### config.mk
export PLATFORM = sky130hd
export DESIGN_NAME = addressable_led_bit_encoder
export DESIGN_NICKNAME = d
export VERILOG_FILES = /design/src/design/lbe_pkg.sv /design/src/design/lbe_front.sv /design/src/design/lbe_queue.sv /design/src/design/lbe_back.sv /design/src/design/addressable_led_bit_encoder.sv
export SDC_FILE = /design/constraint.sdc
export NUM_CORES = 1
export LEC_CHECK = 0
export BUFFER_PORTS_ARGS = -buffer_cell sky130_fd_sc_hd__buf_2
export CAP_MARGIN = 40
export CORE_ASPECT_RATIO = 0.6
export CORE_MARGIN = 10
export CORE_UTILIZATION = 25
export CTS_CLUSTER_DIAMETER = 120
export DETAILED_ROUTE_END_ITERATION = 10
export HOLD_SLACK_MARGIN = 0.15
export PLACE_DENSITY_LB_ADDON = 0.08
export SYNTH_ARGS = -nofsm -noshare
export SYNTH_HDL_FRONTEND = slang
export SYNTH_SLANG_ARGS = --single-unit
### constraint.sdc
create_clock -name clk -period 6.1 [get_ports clk]
set_input_delay 0.305 -clock clk [delete_from_list [all_inputs] [get_ports clk]]
set_output_delay 0.305 -clock clk [all_outputs]
set_load 0.01 [all_outputs]
### src/design/lbe_pkg.sv
// Shared types, constants and functions for the addressable LED bit encoder.
// No dependencies; imported by every module of the block.
`default_nettype none
package lbe_pkg;

    localparam int STRIP_NUM      = 3;
    localparam int ORDER_REGS     = 3;
    localparam int DUTY_W         = 10;
    localparam int ORDER_W        = 2;
    localparam int CFG_ADDR_W     = 3;
    localparam int CFG_DATA_W     = 10;
    localparam int SLOT_CNT_W     = 6;

    // register indexes
    localparam logic [CFG_ADDR_W-1:0] REG_ORDER_A   = 3'd0;
    localparam logic [CFG_ADDR_W-1:0] REG_ORDER_B   = 3'd1;
    localparam logic [CFG_ADDR_W-1:0] REG_ORDER_C   = 3'd2;
    localparam logic [CFG_ADDR_W-1:0] REG_ZERO_DUTY = 3'd3;
    localparam logic [CFG_ADDR_W-1:0] REG_ONE_DUTY  = 3'd4;

    // color orders
    localparam logic [ORDER_W-1:0] ORDER_GRB  = 2'd0;
    localparam logic [ORDER_W-1:0] ORDER_GRBW = 2'd1;
    localparam logic [ORDER_W-1:0] ORDER_RGB  = 2'd2;
    localparam logic [ORDER_W-1:0] ORDER_WRGB = 2'd3;

    localparam logic [DUTY_W-1:0] ZERO_DUTY_RST = 10'd31;
    localparam logic [DUTY_W-1:0] ONE_DUTY_RST  = 10'd72;

    localparam logic [SLOT_CNT_W-1:0] SLOTS_SHORT = 6'd24;
    localparam logic [SLOT_CNT_W-1:0] SLOTS_LONG  = 6'd32;

    typedef struct packed {
        logic [ORDER_REGS-1:0][ORDER_W-1:0] order;
        logic [DUTY_W-1:0]                  zero_duty;
        logic [DUTY_W-1:0]                  one_duty;
    } cfg_t;

    // one pixel after gamma and packing; word is left-aligned
    typedef struct packed {
        logic [31:0] word;
        logic        long_word;
        logic        frame_end;
    } pix_item_t;

    function automatic logic [7:0] gamma8(input logic [7:0] c);
        logic [15:0] sq;
        logic [15:0] sum;
        sq  = {8'd0, c} * {8'd0, c};
        sum = sq + {8'd0, c};
        return sum[15:8];
    endfunction

endpackage
`default_nettype wire

### src/design/lbe_front.sv
// Front end: accepts pixels, gamma-corrects the channels and packs them in the strip's order.
// Depends on lbe_pkg; feeds lbe_queue.
`default_nettype none
module lbe_front
(
    input  wire logic              clk,
    input  wire logic              rst_n,
    input  wire lbe_pkg::cfg_t     cfg,
    input  wire logic              s_tvalid,
    output logic                   s_tready,
    input  wire logic [31:0]       s_tdata,
    input  wire logic [1:0]        s_tuser,
    input  wire logic              s_tlast,
    output logic                   push,
    output lbe_pkg::pix_item_t     push_item,
    input  wire logic              queue_full
);
    import lbe_pkg::*;

    logic        valid_reg, valid_next;
    logic [31:0] pix_reg;
    logic [1:0]  strip_reg;
    logic        fend_reg;
    logic [ORDER_W-1:0] order;
    logic [7:0]  w, r, g, b;

    assign s_tready = !valid_reg || !queue_full;
    assign push     = valid_reg && !queue_full;

    always_comb
    begin
        valid_next = valid_reg;
        if (s_tready)
        begin
            valid_next = s_tvalid;
        end
    end

    always_ff @(posedge clk or negedge rst_n)
    begin
        if (!rst_n)
        begin
            valid_reg <= 1'b0;
        end
        else
        begin
            valid_reg <= valid_next;
        end
    end

    always_ff @(posedge clk)
    begin
        if (s_tready && s_tvalid)
        begin
            pix_reg   <= s_tdata;
            strip_reg <= s_tuser;
            fend_reg  <= s_tlast;
        end
    end

    // unknown strips fall back to grb
    always_comb
    begin
        order = ORDER_GRB;
        if (32'(strip_reg) < STRIP_NUM && 32'(strip_reg) < ORDER_REGS)
        begin
            order = cfg.order[strip_reg];
        end
    end

    assign w = gamma8(pix_reg[31:24]);
    assign r = gamma8(pix_reg[23:16]);
    assign g = gamma8(pix_reg[15:8]);
    assign b = gamma8(pix_reg[7:0]);

    always_comb
    begin
        push_item.frame_end = fend_reg;
        case (order)
            ORDER_GRBW:
            begin
                push_item.word      = {g, r, b, w};
                push_item.long_word = 1'b1;
            end
            ORDER_RGB:
            begin
                push_item.word      = {r, g, b, 8'd0};
                push_item.long_word = 1'b0;
            end
            ORDER_WRGB:
            begin
                push_item.word      = {w, r, g, b};
                push_item.long_word = 1'b1;
            end
            default:
            begin
                push_item.word      = {g, r, b, 8'd0};
                push_item.long_word = 1'b0;
            end
        endcase
    end

endmodule
`default_nettype wire

### src/design/lbe_queue.sv
// Two-entry queue of packed pixels between the front end and the bit serializer.
// Depends on lbe_pkg.
`default_nettype none
module lbe_queue
(
    input  wire logic               clk,
    input  wire logic               rst_n,
    input  wire logic               push,
    input  wire lbe_pkg::pix_item_t push_item,
    output logic                    full,
    input  wire logic               pop,
    output logic                    not_empty,
    output lbe_pkg::pix_item_t      pop_item
);
    import lbe_pkg::*;

    pix_item_t  entry_reg [2];
    logic       wr_ptr_reg, wr_ptr_next;
    logic       rd_ptr_reg, rd_ptr_next;
    logic [1:0] count_reg, count_next;

    assign full      = (count_reg == 2'd2);
    assign not_empty = (count_reg != 2'd0);
    assign pop_item  = entry_reg[rd_ptr_reg];

    always_comb
    begin
        wr_ptr_next = wr_ptr_reg ^ push;
        rd_ptr_next = rd_ptr_reg ^ pop;
        count_next  = count_reg;
        if (push && !pop)
        begin
            count_next = count_reg + 2'd1;
        end
        else if (pop && !push)
        begin
            count_next = count_reg - 2'd1;
        end
    end

    always_ff @(posedge clk or negedge rst_n)
    begin
        if (!rst_n)
        begin
            wr_ptr_reg <= 1'b0;
            rd_ptr_reg <= 1'b0;
            count_reg  <= 2'd0;
        end
        else
        begin
            wr_ptr_reg <= wr_ptr_next;
            rd_ptr_reg <= rd_ptr_next;
            count_reg  <= count_next;
        end
    end

    always_ff @(posedge clk)
    begin
        if (push)
        begin
            entry_reg[wr_ptr_reg] <= push_item;
        end
    end

endmodule
`default_nettype wire

### src/design/lbe_back.sv
// Back end: shifts a packed pixel out one bit slot per cycle, while the receiver is ready, into the output register.
// Depends on lbe_pkg; reads from lbe_queue.
`default_nettype none
module lbe_back
(
    input  wire logic               clk,
    input  wire logic               rst_n,
    input  wire lbe_pkg::cfg_t      cfg,
    input  wire logic               not_empty,
    input  wire lbe_pkg::pix_item_t pop_item,
    output logic                    pop,
    output logic                    m_tvalid,
    input  wire logic               m_tready,
    output logic [15:0]             m_tdata,   // duty_value [9:0], data_bit [10], zeros above
    output logic                    m_tlast
);
    import lbe_pkg::*;

    logic [31:0]            word_reg, word_next;
    logic [SLOT_CNT_W-1:0]  rem_reg, rem_next;
    logic                   hold_reg, hold_next;
    logic                   out_valid_reg, out_valid_next;
    logic [DUTY_W-1:0]      duty_reg, duty_next;
    logic                   bit_reg, bit_next;
    logic                   last_reg, last_next;
    logic                   busy, advance, finishing;

    assign busy      = (rem_reg != '0) || hold_reg;
    assign advance   = !out_valid_reg || m_tready;
    assign finishing = advance && (((rem_reg == 6'd1) && !hold_reg) ||
                                   ((rem_reg == '0) && hold_reg));
    assign pop       = not_empty && (!busy || finishing);

    always_comb
    begin
        word_next      = word_reg;
        rem_next       = rem_reg;
        hold_next      = hold_reg;
        out_valid_next = out_valid_reg;
        duty_next      = duty_reg;
        bit_next       = bit_reg;
        last_next      = last_reg;
        if (advance)
        begin
            out_valid_next = busy;
            if (rem_reg != '0)
            begin
                bit_next  = word_reg[31];
                duty_next = word_reg[31] ? cfg.one_duty : cfg.zero_duty;
                last_next = (rem_reg == 6'd1) && !hold_reg;
                word_next = {word_reg[30:0], 1'b0};
                rem_next  = rem_reg - 6'd1;
            end
            else if (hold_reg)
            begin
                // line-low hold slot after the frame's last pixel
                bit_next  = 1'b0;
                duty_next = '0;
                last_next = 1'b1;
                hold_next = 1'b0;
            end
        end
        if (pop)
        begin
            word_next = pop_item.word;
            rem_next  = pop_item.long_word ? SLOTS_LONG : SLOTS_SHORT;
            hold_next = pop_item.frame_end;
        end
    end

    always_ff @(posedge clk or negedge rst_n)
    begin
        if (!rst_n)
        begin
            rem_reg       <= '0;
            hold_reg      <= 1'b0;
            out_valid_reg <= 1'b0;
        end
        else
        begin
            rem_reg       <= rem_next;
            hold_reg      <= hold_next;
            out_valid_reg <= out_valid_next;
        end
    end

    always_ff @(posedge clk)
    begin
        word_reg <= word_next;
        duty_reg <= duty_next;
        bit_reg  <= bit_next;
        last_reg <= last_next;
    end

    assign m_tvalid = out_valid_reg;
    assign m_tdata  = {5'd0, bit_reg, duty_reg};
    assign m_tlast  = last_reg;

endmodule
`default_nettype wire

### src/design/addressable_led_bit_encoder.sv
// Top level of the addressable LED bit encoder: configuration registers and the
// front end, queue and serializer. Depends on lbe_pkg, lbe_front, lbe_queue, lbe_back.
//
// Input stream (s_*): one transfer per pixel. s_tdata carries the WRGB pixel,
// s_tuser the strip number, s_tlast marks the last pixel of a frame.
// Output stream (m_*): one transfer per bit slot, most significant bit first:
// 24 slots for GRB/RGB strips, 32 for GRBW/WRGB, plus one hold slot with duty 0
// after a frame's last pixel. m_tlast is high on the final slot of each pixel.
// Configuration: cfg_we writes cfg_wdata to register cfg_addr (0-2 strip color
// orders, 3 zero duty, 4 one duty); other indexes are ignored. Write only when idle.
// Path: the first slot of a pixel passes the front-end register, a queue entry and the output register.
// Throughput: one slot per cycle while the receiver is ready, set by the
// serializer; a two-entry queue lets the next pixels be taken meanwhile.
// Reset clears all queued work and restores orders to GRB, duties to 31 and 72.
// When the receiver stalls, the output slot holds and the queue fills, then
// s_tready drops until slots move again.
`default_nettype none
module addressable_led_bit_encoder
(
    input  wire logic                               clk,
    input  wire logic                               rst_n,
    input  wire logic                               s_tvalid,
    output logic                                    s_tready,
    input  wire logic [31:0]                        s_tdata,   // pixel_color
    input  wire logic [1:0]                         s_tuser,   // strip_index
    input  wire logic                               s_tlast,
    output logic                                    m_tvalid,
    input  wire logic                               m_tready,
    output logic [15:0]                             m_tdata,   // duty_value [9:0], data_bit [10]
    output logic                                    m_tlast,
    input  wire logic                               cfg_we,
    input  wire logic [lbe_pkg::CFG_ADDR_W-1:0]     cfg_addr,
    input  wire logic [lbe_pkg::CFG_DATA_W-1:0]     cfg_wdata
);
    import lbe_pkg::*;

    cfg_t      cfg_reg, cfg_next;
    logic      push, queue_full, pop, not_empty;
    pix_item_t push_item, pop_item;

    always_comb
    begin
        cfg_next = cfg_reg;
        if (cfg_we)
        begin
            case (cfg_addr)
                REG_ORDER_A:   cfg_next.order[0]  = cfg_wdata[ORDER_W-1:0];
                REG_ORDER_B:   cfg_next.order[1]  = cfg_wdata[ORDER_W-1:0];
                REG_ORDER_C:   cfg_next.order[2]  = cfg_wdata[ORDER_W-1:0];
                REG_ZERO_DUTY: cfg_next.zero_duty = cfg_wdata[DUTY_W-1:0];
                REG_ONE_DUTY:  cfg_next.one_duty  = cfg_wdata[DUTY_W-1:0];
                default:       cfg_next = cfg_reg;
            endcase
        end
    end

    always_ff @(posedge clk or negedge rst_n)
    begin
        if (!rst_n)
        begin
            cfg_reg.order     <= {ORDER_REGS{ORDER_GRB}};
            cfg_reg.zero_duty <= ZERO_DUTY_RST;
            cfg_reg.one_duty  <= ONE_DUTY_RST;
        end
        else
        begin
            cfg_reg <= cfg_next;
        end
    end

    lbe_front u_front
    (
        .clk        (clk),
        .rst_n      (rst_n),
        .cfg        (cfg_reg),
        .s_tvalid   (s_tvalid),
        .s_tready   (s_tready),
        .s_tdata    (s_tdata),
        .s_tuser    (s_tuser),
        .s_tlast    (s_tlast),
        .push       (push),
        .push_item  (push_item),
        .queue_full (queue_full)
    );

    lbe_queue u_queue
    (
        .clk        (clk),
        .rst_n      (rst_n),
        .push       (push),
        .push_item  (push_item),
        .full       (queue_full),
        .pop        (pop),
        .not_empty  (not_empty),
        .pop_item   (pop_item)
    );

    lbe_back u_back
    (
        .clk        (clk),
        .rst_n      (rst_n),
        .cfg        (cfg_reg),
        .not_empty  (not_empty),
        .pop_item   (pop_item),
        .pop        (pop),
        .m_tvalid   (m_tvalid),
        .m_tready   (m_tready),
        .m_tdata    (m_tdata),
        .m_tlast    (m_tlast)
    );

endmodule
`default_nettype wire

-- After elaboration in Yosys (flattened, before gate mapping)
Memories as Yosys holds them, arrays and structs flattened.
Cells that the tools add are included.
- memories: 1
- memory bits (writable): 68
- bits in read-only memories: 0
- logic and storage cells: 106
- output and inout port bits: 19
- flip-flop bits (word level): 118
- bits in latches: 0
- memory list (name ; depth ; bits a word ; read ports ; clocked after memory_dff ; write ports ; line ; RTL):
    u_queue.entry_reg ; 2 ; 34 ; 1 ; 0 ; 1 ; lbe_queue.sv:17 ; pix_item_t entry_reg [2];
- div/mod/pow operators: 0
- reduce and logical (&&, ||, !) cells: 36
- bitwise gates (word level): 2
- shifts and indexed selects: 0
- multiply operators: 4
- multiplexer cells: 25
- add/sub/neg operators: 7
- equality and inequality tests: 10
- $lt $le $gt $ge: 2
- operator list (operator ; number):
    33-bit one-hot mux with 3 select lines ; 1
    32-bit 2-to-1 mux ; 3
    16-bit by 8-bit adder with 16-bit output ; 4
    8-bit by 8-bit multiplier with 16-bit output ; 4
    10-bit 2-to-1 mux ; 3
    6-bit 2-to-1 mux ; 4
    2-bit AND reduction ; 8
    2-bit nonzero test ; 5
    1-bit 2-to-1 mux ; 9
    1-bit logical AND ; 8
    2-bit 2-to-1 mux ; 4
    1-bit logical NOT ; 7
    2-bit == test, second input constant ; 3
    3-bit by 2-bit == test with 1-bit output, second input constant ; 2
    6-bit by 1-bit == test with 1-bit output, second input constant ; 1
    6-bit logical NOT ; 1
    6-bit nonzero test ; 1
    6-bit by 1-bit subtractor with 6-bit output, second input constant ; 1
    1-bit logical OR ; 5
    2-bit binary-select mux with 2-bit select ; 1
    3-bit by 1-bit == test with 1-bit output, second input constant ; 1
    3-bit == test, second input constant ; 1
    3-bit logical NOT ; 1
    2-bit by 3-bit < comparator with 1-bit output, second input constant ; 1
    other kinds (6) ; 7

-- Logic depth before layout (Yosys ltp)
- depth after elaboration: 9
- depth in mapped cells: 17
- depth with buffers taken out: 17

-- By module
Synthesis repeated with hierarchy kept, for this count alone.
- cells, all modules: 1260
- area total of the unflattened synthesis: 14747.9 sq um
- modules (own cells, without submodules) (module ; area each (sq um) ; cells each ; instances):
    lbe_front ; 8515.7 ; 918 ; 1
    lbe_queue ; 2805.2 ; 123 ; 1
    lbe_back ; 2403.6 ; 160 ; 1
    addressable_led_bit_encoder ; 1023.5 ; 59 ; 1

-- Least setup slack after synthesis
Ideal clock, no wire load.
- kind: register -> register
- start: register u_front.pix_reg[14]
- end: memory u_queue.entry_reg[0][31] (netlist name), data pin
- data arrival time: 4220 ps
- setup time: 278 ps
- period minus slack after synthesis: 4498 ps
- slack: 1602 ps
- stages on the path, launching flop included: 16
- buffers on the path: 0
- path through: edfxtp_1 -> and2_1 -> fa_1 -> fa_1 -> inv_1 -> fa_1 -> inv_1 -> fa_1 -> ha_1 -> nand3_1 -> o22ai_2 -> and4_4 -> o41a_1 -> a21oi_2 -> xor2_2 -> o211ai_1
- RTL lines (item ; line ; RTL):
    start: declaration ; lbe_front.sv:21 ; logic [31:0] pix_reg;
    start signal: assignment ; lbe_front.sv:55 ; pix_reg <= s_tdata;
    end: declaration ; lbe_queue.sv:17 ;

==> flow_summary.toml <==
[sta]
post-route-min-period_ns = 5.25
hold_viol_final = 0
setup_tns_ns = 0
finalCritPeriodShare_pct = 86.1
whs_ns = 0.227
fin_skew_ns = 0.0159
finalSetupViolCount = 0
maxSlewViolCount = 0
max_slew.worst_pin.slew_ns = 0.768
relSlewSlack_pct = 48.4
max_freq_mhz = 190
rsz0062_at_grt = "no"

[global_routing]
grt_usage_pct = 10.4
grt_pass1_wl_mm = 55.3
antenna_found_initial = 0
grt_pass1_vias = 9748
grt_max_degree = 36
grt-ovfl-total = 0

[cells_and_area]
layout_commonest_cell = "inv_1"
num_antenna_cells = 0
drive_gt1_share_pct = 11.9
final_cell_mix = "229 x inv_1, 147 x edfxtp_1, 129 x ha_1"
largest_register_ffs = 68
nNetsFinal = 1729
final_util_pct = 29.4
synthToLayoutAreaGrowth_pct = 16.5

[clocking]
clock_path_buffers = 2
postCtsSetupBuffers = 0
cts_sinks = 186
cts_tree = "yes"
worstSkewPairLatency_ns = 0.46
numCtsBuffers = 17
cts_resized = 0
cts.reportedPaths.clkPinSlew_ns = 0.08
htree_levels = 4
root_buffer = "clkbuf_16"
ctsHoldBuffers = 47

[drt]
ant_nets = 0
viasPerCell = 4.06
vias = 8945
dr.pass1.iters = 5
wl_per_cell_um = 15.2
route.final.wire_length_mm = 33.4
drtIter0Drc = 493
drc = 0

[synth]
muxShareOfSynthArea_pct = 5.97
synthXorXnorAreaFrac_pct = 3.56
syn_area_per_cell_um2 = 11.1
synth-simple-area-share_pct = 10.2
synth-compound-area-share_pct = 7.22
synthAdderAreaFrac_pct = 28.9
ys_types = 71
synth_edf_count = 147
yosys_most_used_dff = "edfxtp_1"
synth_area_mm2 = 0.0145
synth_cells = 1299
synth_seq_area_share_pct = 37.3
synth-async-reset-ratio_pct = 21.0
yosysWarnings = 0
synth_top_family_by_area = "adder cells"
synth_seq_cells = 186

[worst_setup_path]
critPathBufInv = 2
critPathSlowestCell = "edfxtp_1"
critPathCaptureType = "flip-flop"
startpoint = "u_front.pix_reg[14]"
regToRegEndpoint = "u_queue.entry_reg[1][33]"
cpPeakStageDelay_ns = 0.60
cp-start-kind = "flip-flop"
cp_max_fo = 10
r2r_slack_ns = 0.85
critical_path_required_ns = 6.26
critPathTopFamily = "adder cells"
worst-path-stages = 15
crit_type = "reg -> reg"
cp_cell_sequence = "and2_1 > inv_1 > fa_1 > inv_1 > fa_1 > fa_1 > fa_1 > ha_1 > a21oi_1 > o21ai_1 > a22oi_1 > o21ai_1 > and3_1 > nor3_1 > o221ai_1"
reg2reg_depth = 15
arrival_ns = 5.41
cp_common_cell = "fa_1"
reg2reg_from = "u_front.pix_reg[14]"

[outcome]
status = "complete, no violations"

[die]
start_util_pct = 25.2
die_w_um = 331
io_pins = 72
die_h_um = 206
rows = 68
die_area_mm2 = 0.0682
coreArea_mm2 = 0.0573

[placement]
hpwlAfterDp_mm = 25.8
io_buffers = 66
gp_congestion = 0.736

[run]
drv_cap = 0

[worst_hold_path]
hold_class = "in -> async"
-- Yosys cell counts (2+ instances only) --
library cell,number,area [um2]
or3_1,2,12.5
xnor2_1,36,315
mux2i_1,56,561
nand2b_1,9,56.3
o21ai_2,2,17.5
o211ai_1,5,37.5
o221ai_1,3,26.3
buf_2,4,20.0
ha_1,129,1610
edfxtp_1,147,4410
buf_4,6,45.0
mux2_2,27,304
o22ai_1,2,12.5
nor4_1,2,12.5
a21boi_0,2,15.0
a21oi_2,4,35.0
inv_1,229,860
and2_1,69,432
buf_1,2,7.51
nor3_1,6,30.0
dfrtp_1,32,801
xor2_1,21,184
a21oi_1,31,155
o21a_1,8,60.1
nor2b_1,14,87.6
o21ai_0,62,310
nand2_1,97,364
a221o_1,2,20.0
nor2_1,60,225
clkbuf_1,15,56.3
fa_1,128,2560
a21o_1,10,75.1
o21ai_1,8,40.0
a22oi_1,2,15.0
and3_1,4,25.0
nand4b_1,2,17.5
or2_2,4,25.0
nand3_1,12,60.1
a211oi_1,4,30.0
dfstp_2,7,184
nand4_1,3,18.8
a211o_1,2,17.5
-- how the worst max path moves through the flow --
stage,to,slack (ns)
final,u_queue.entry_reg[1][33],0.85
after global routing,u_queue.entry_reg[1][33],0.52
after CTS,u_queue.entry_reg[1][30],0.80
after detailed placement,u_queue.entry_reg[0][30],0.83
after global placement,u_queue.entry_reg[0][30],0.81
after floorplan,u_queue.entry_reg[0][31],1.60
-- layout make-up --
class                      instances  area, um2
fill                            5990      40500
multi-input combinational        860       8110
sequential                       186       5400
tap                              770        963
timing repair buffer             124        916
inverter                         230        863
clock buffer                      20        457
clock inverter                    12        145
-- routing by layer --
metal	track usage [%]	part of all wire [%]
met1	15.8	56
met4	2.21	0.86
met5	0	0
met3	2.03	2.4
met2	14.9	41
-- worst reg2reg max path: stages (launching register included) --
cell      delay, ns
edfxtp_1       0.60
and2_1         0.26
inv_1          0.07
fa_1           0.47
inv_1          0.06
fa_1           0.48
fa_1           0.56
fa_1           0.41
ha_1           0.33
a21oi_1        0.18
o21ai_1        0.13
a22oi_1        0.30
o21ai_1        0.16
and3_1         0.19
nor3_1         0.53
o221ai_1       0.22
-- cells by family (layout without fill, tap and decap cells) --
family / after synthesis / after routing
fa+ha+maj: 257 / 257
mux: 83 / 83
buf+inv: 257 / 386
flops: 186 / 186
simple gates: 295 / 295
xor+xnor: 58 / 58
other cells: 1 / 5
compound gates: 162 / 162
-- stage by stage --
step                instances  instance area (um2)  setup slack, ns
finish                   2202                16900            0.849
global route             2202                16900            0.517
CTS                      2202                16900            0.799
detailed placement       2123                15800            0.827
global placement         2118                15700            0.814
floorplan                1303                14500             1.60
Power is not shown: default switching activity piles up to over one toggle a cycle in this logic, so the estimate is an artifact.
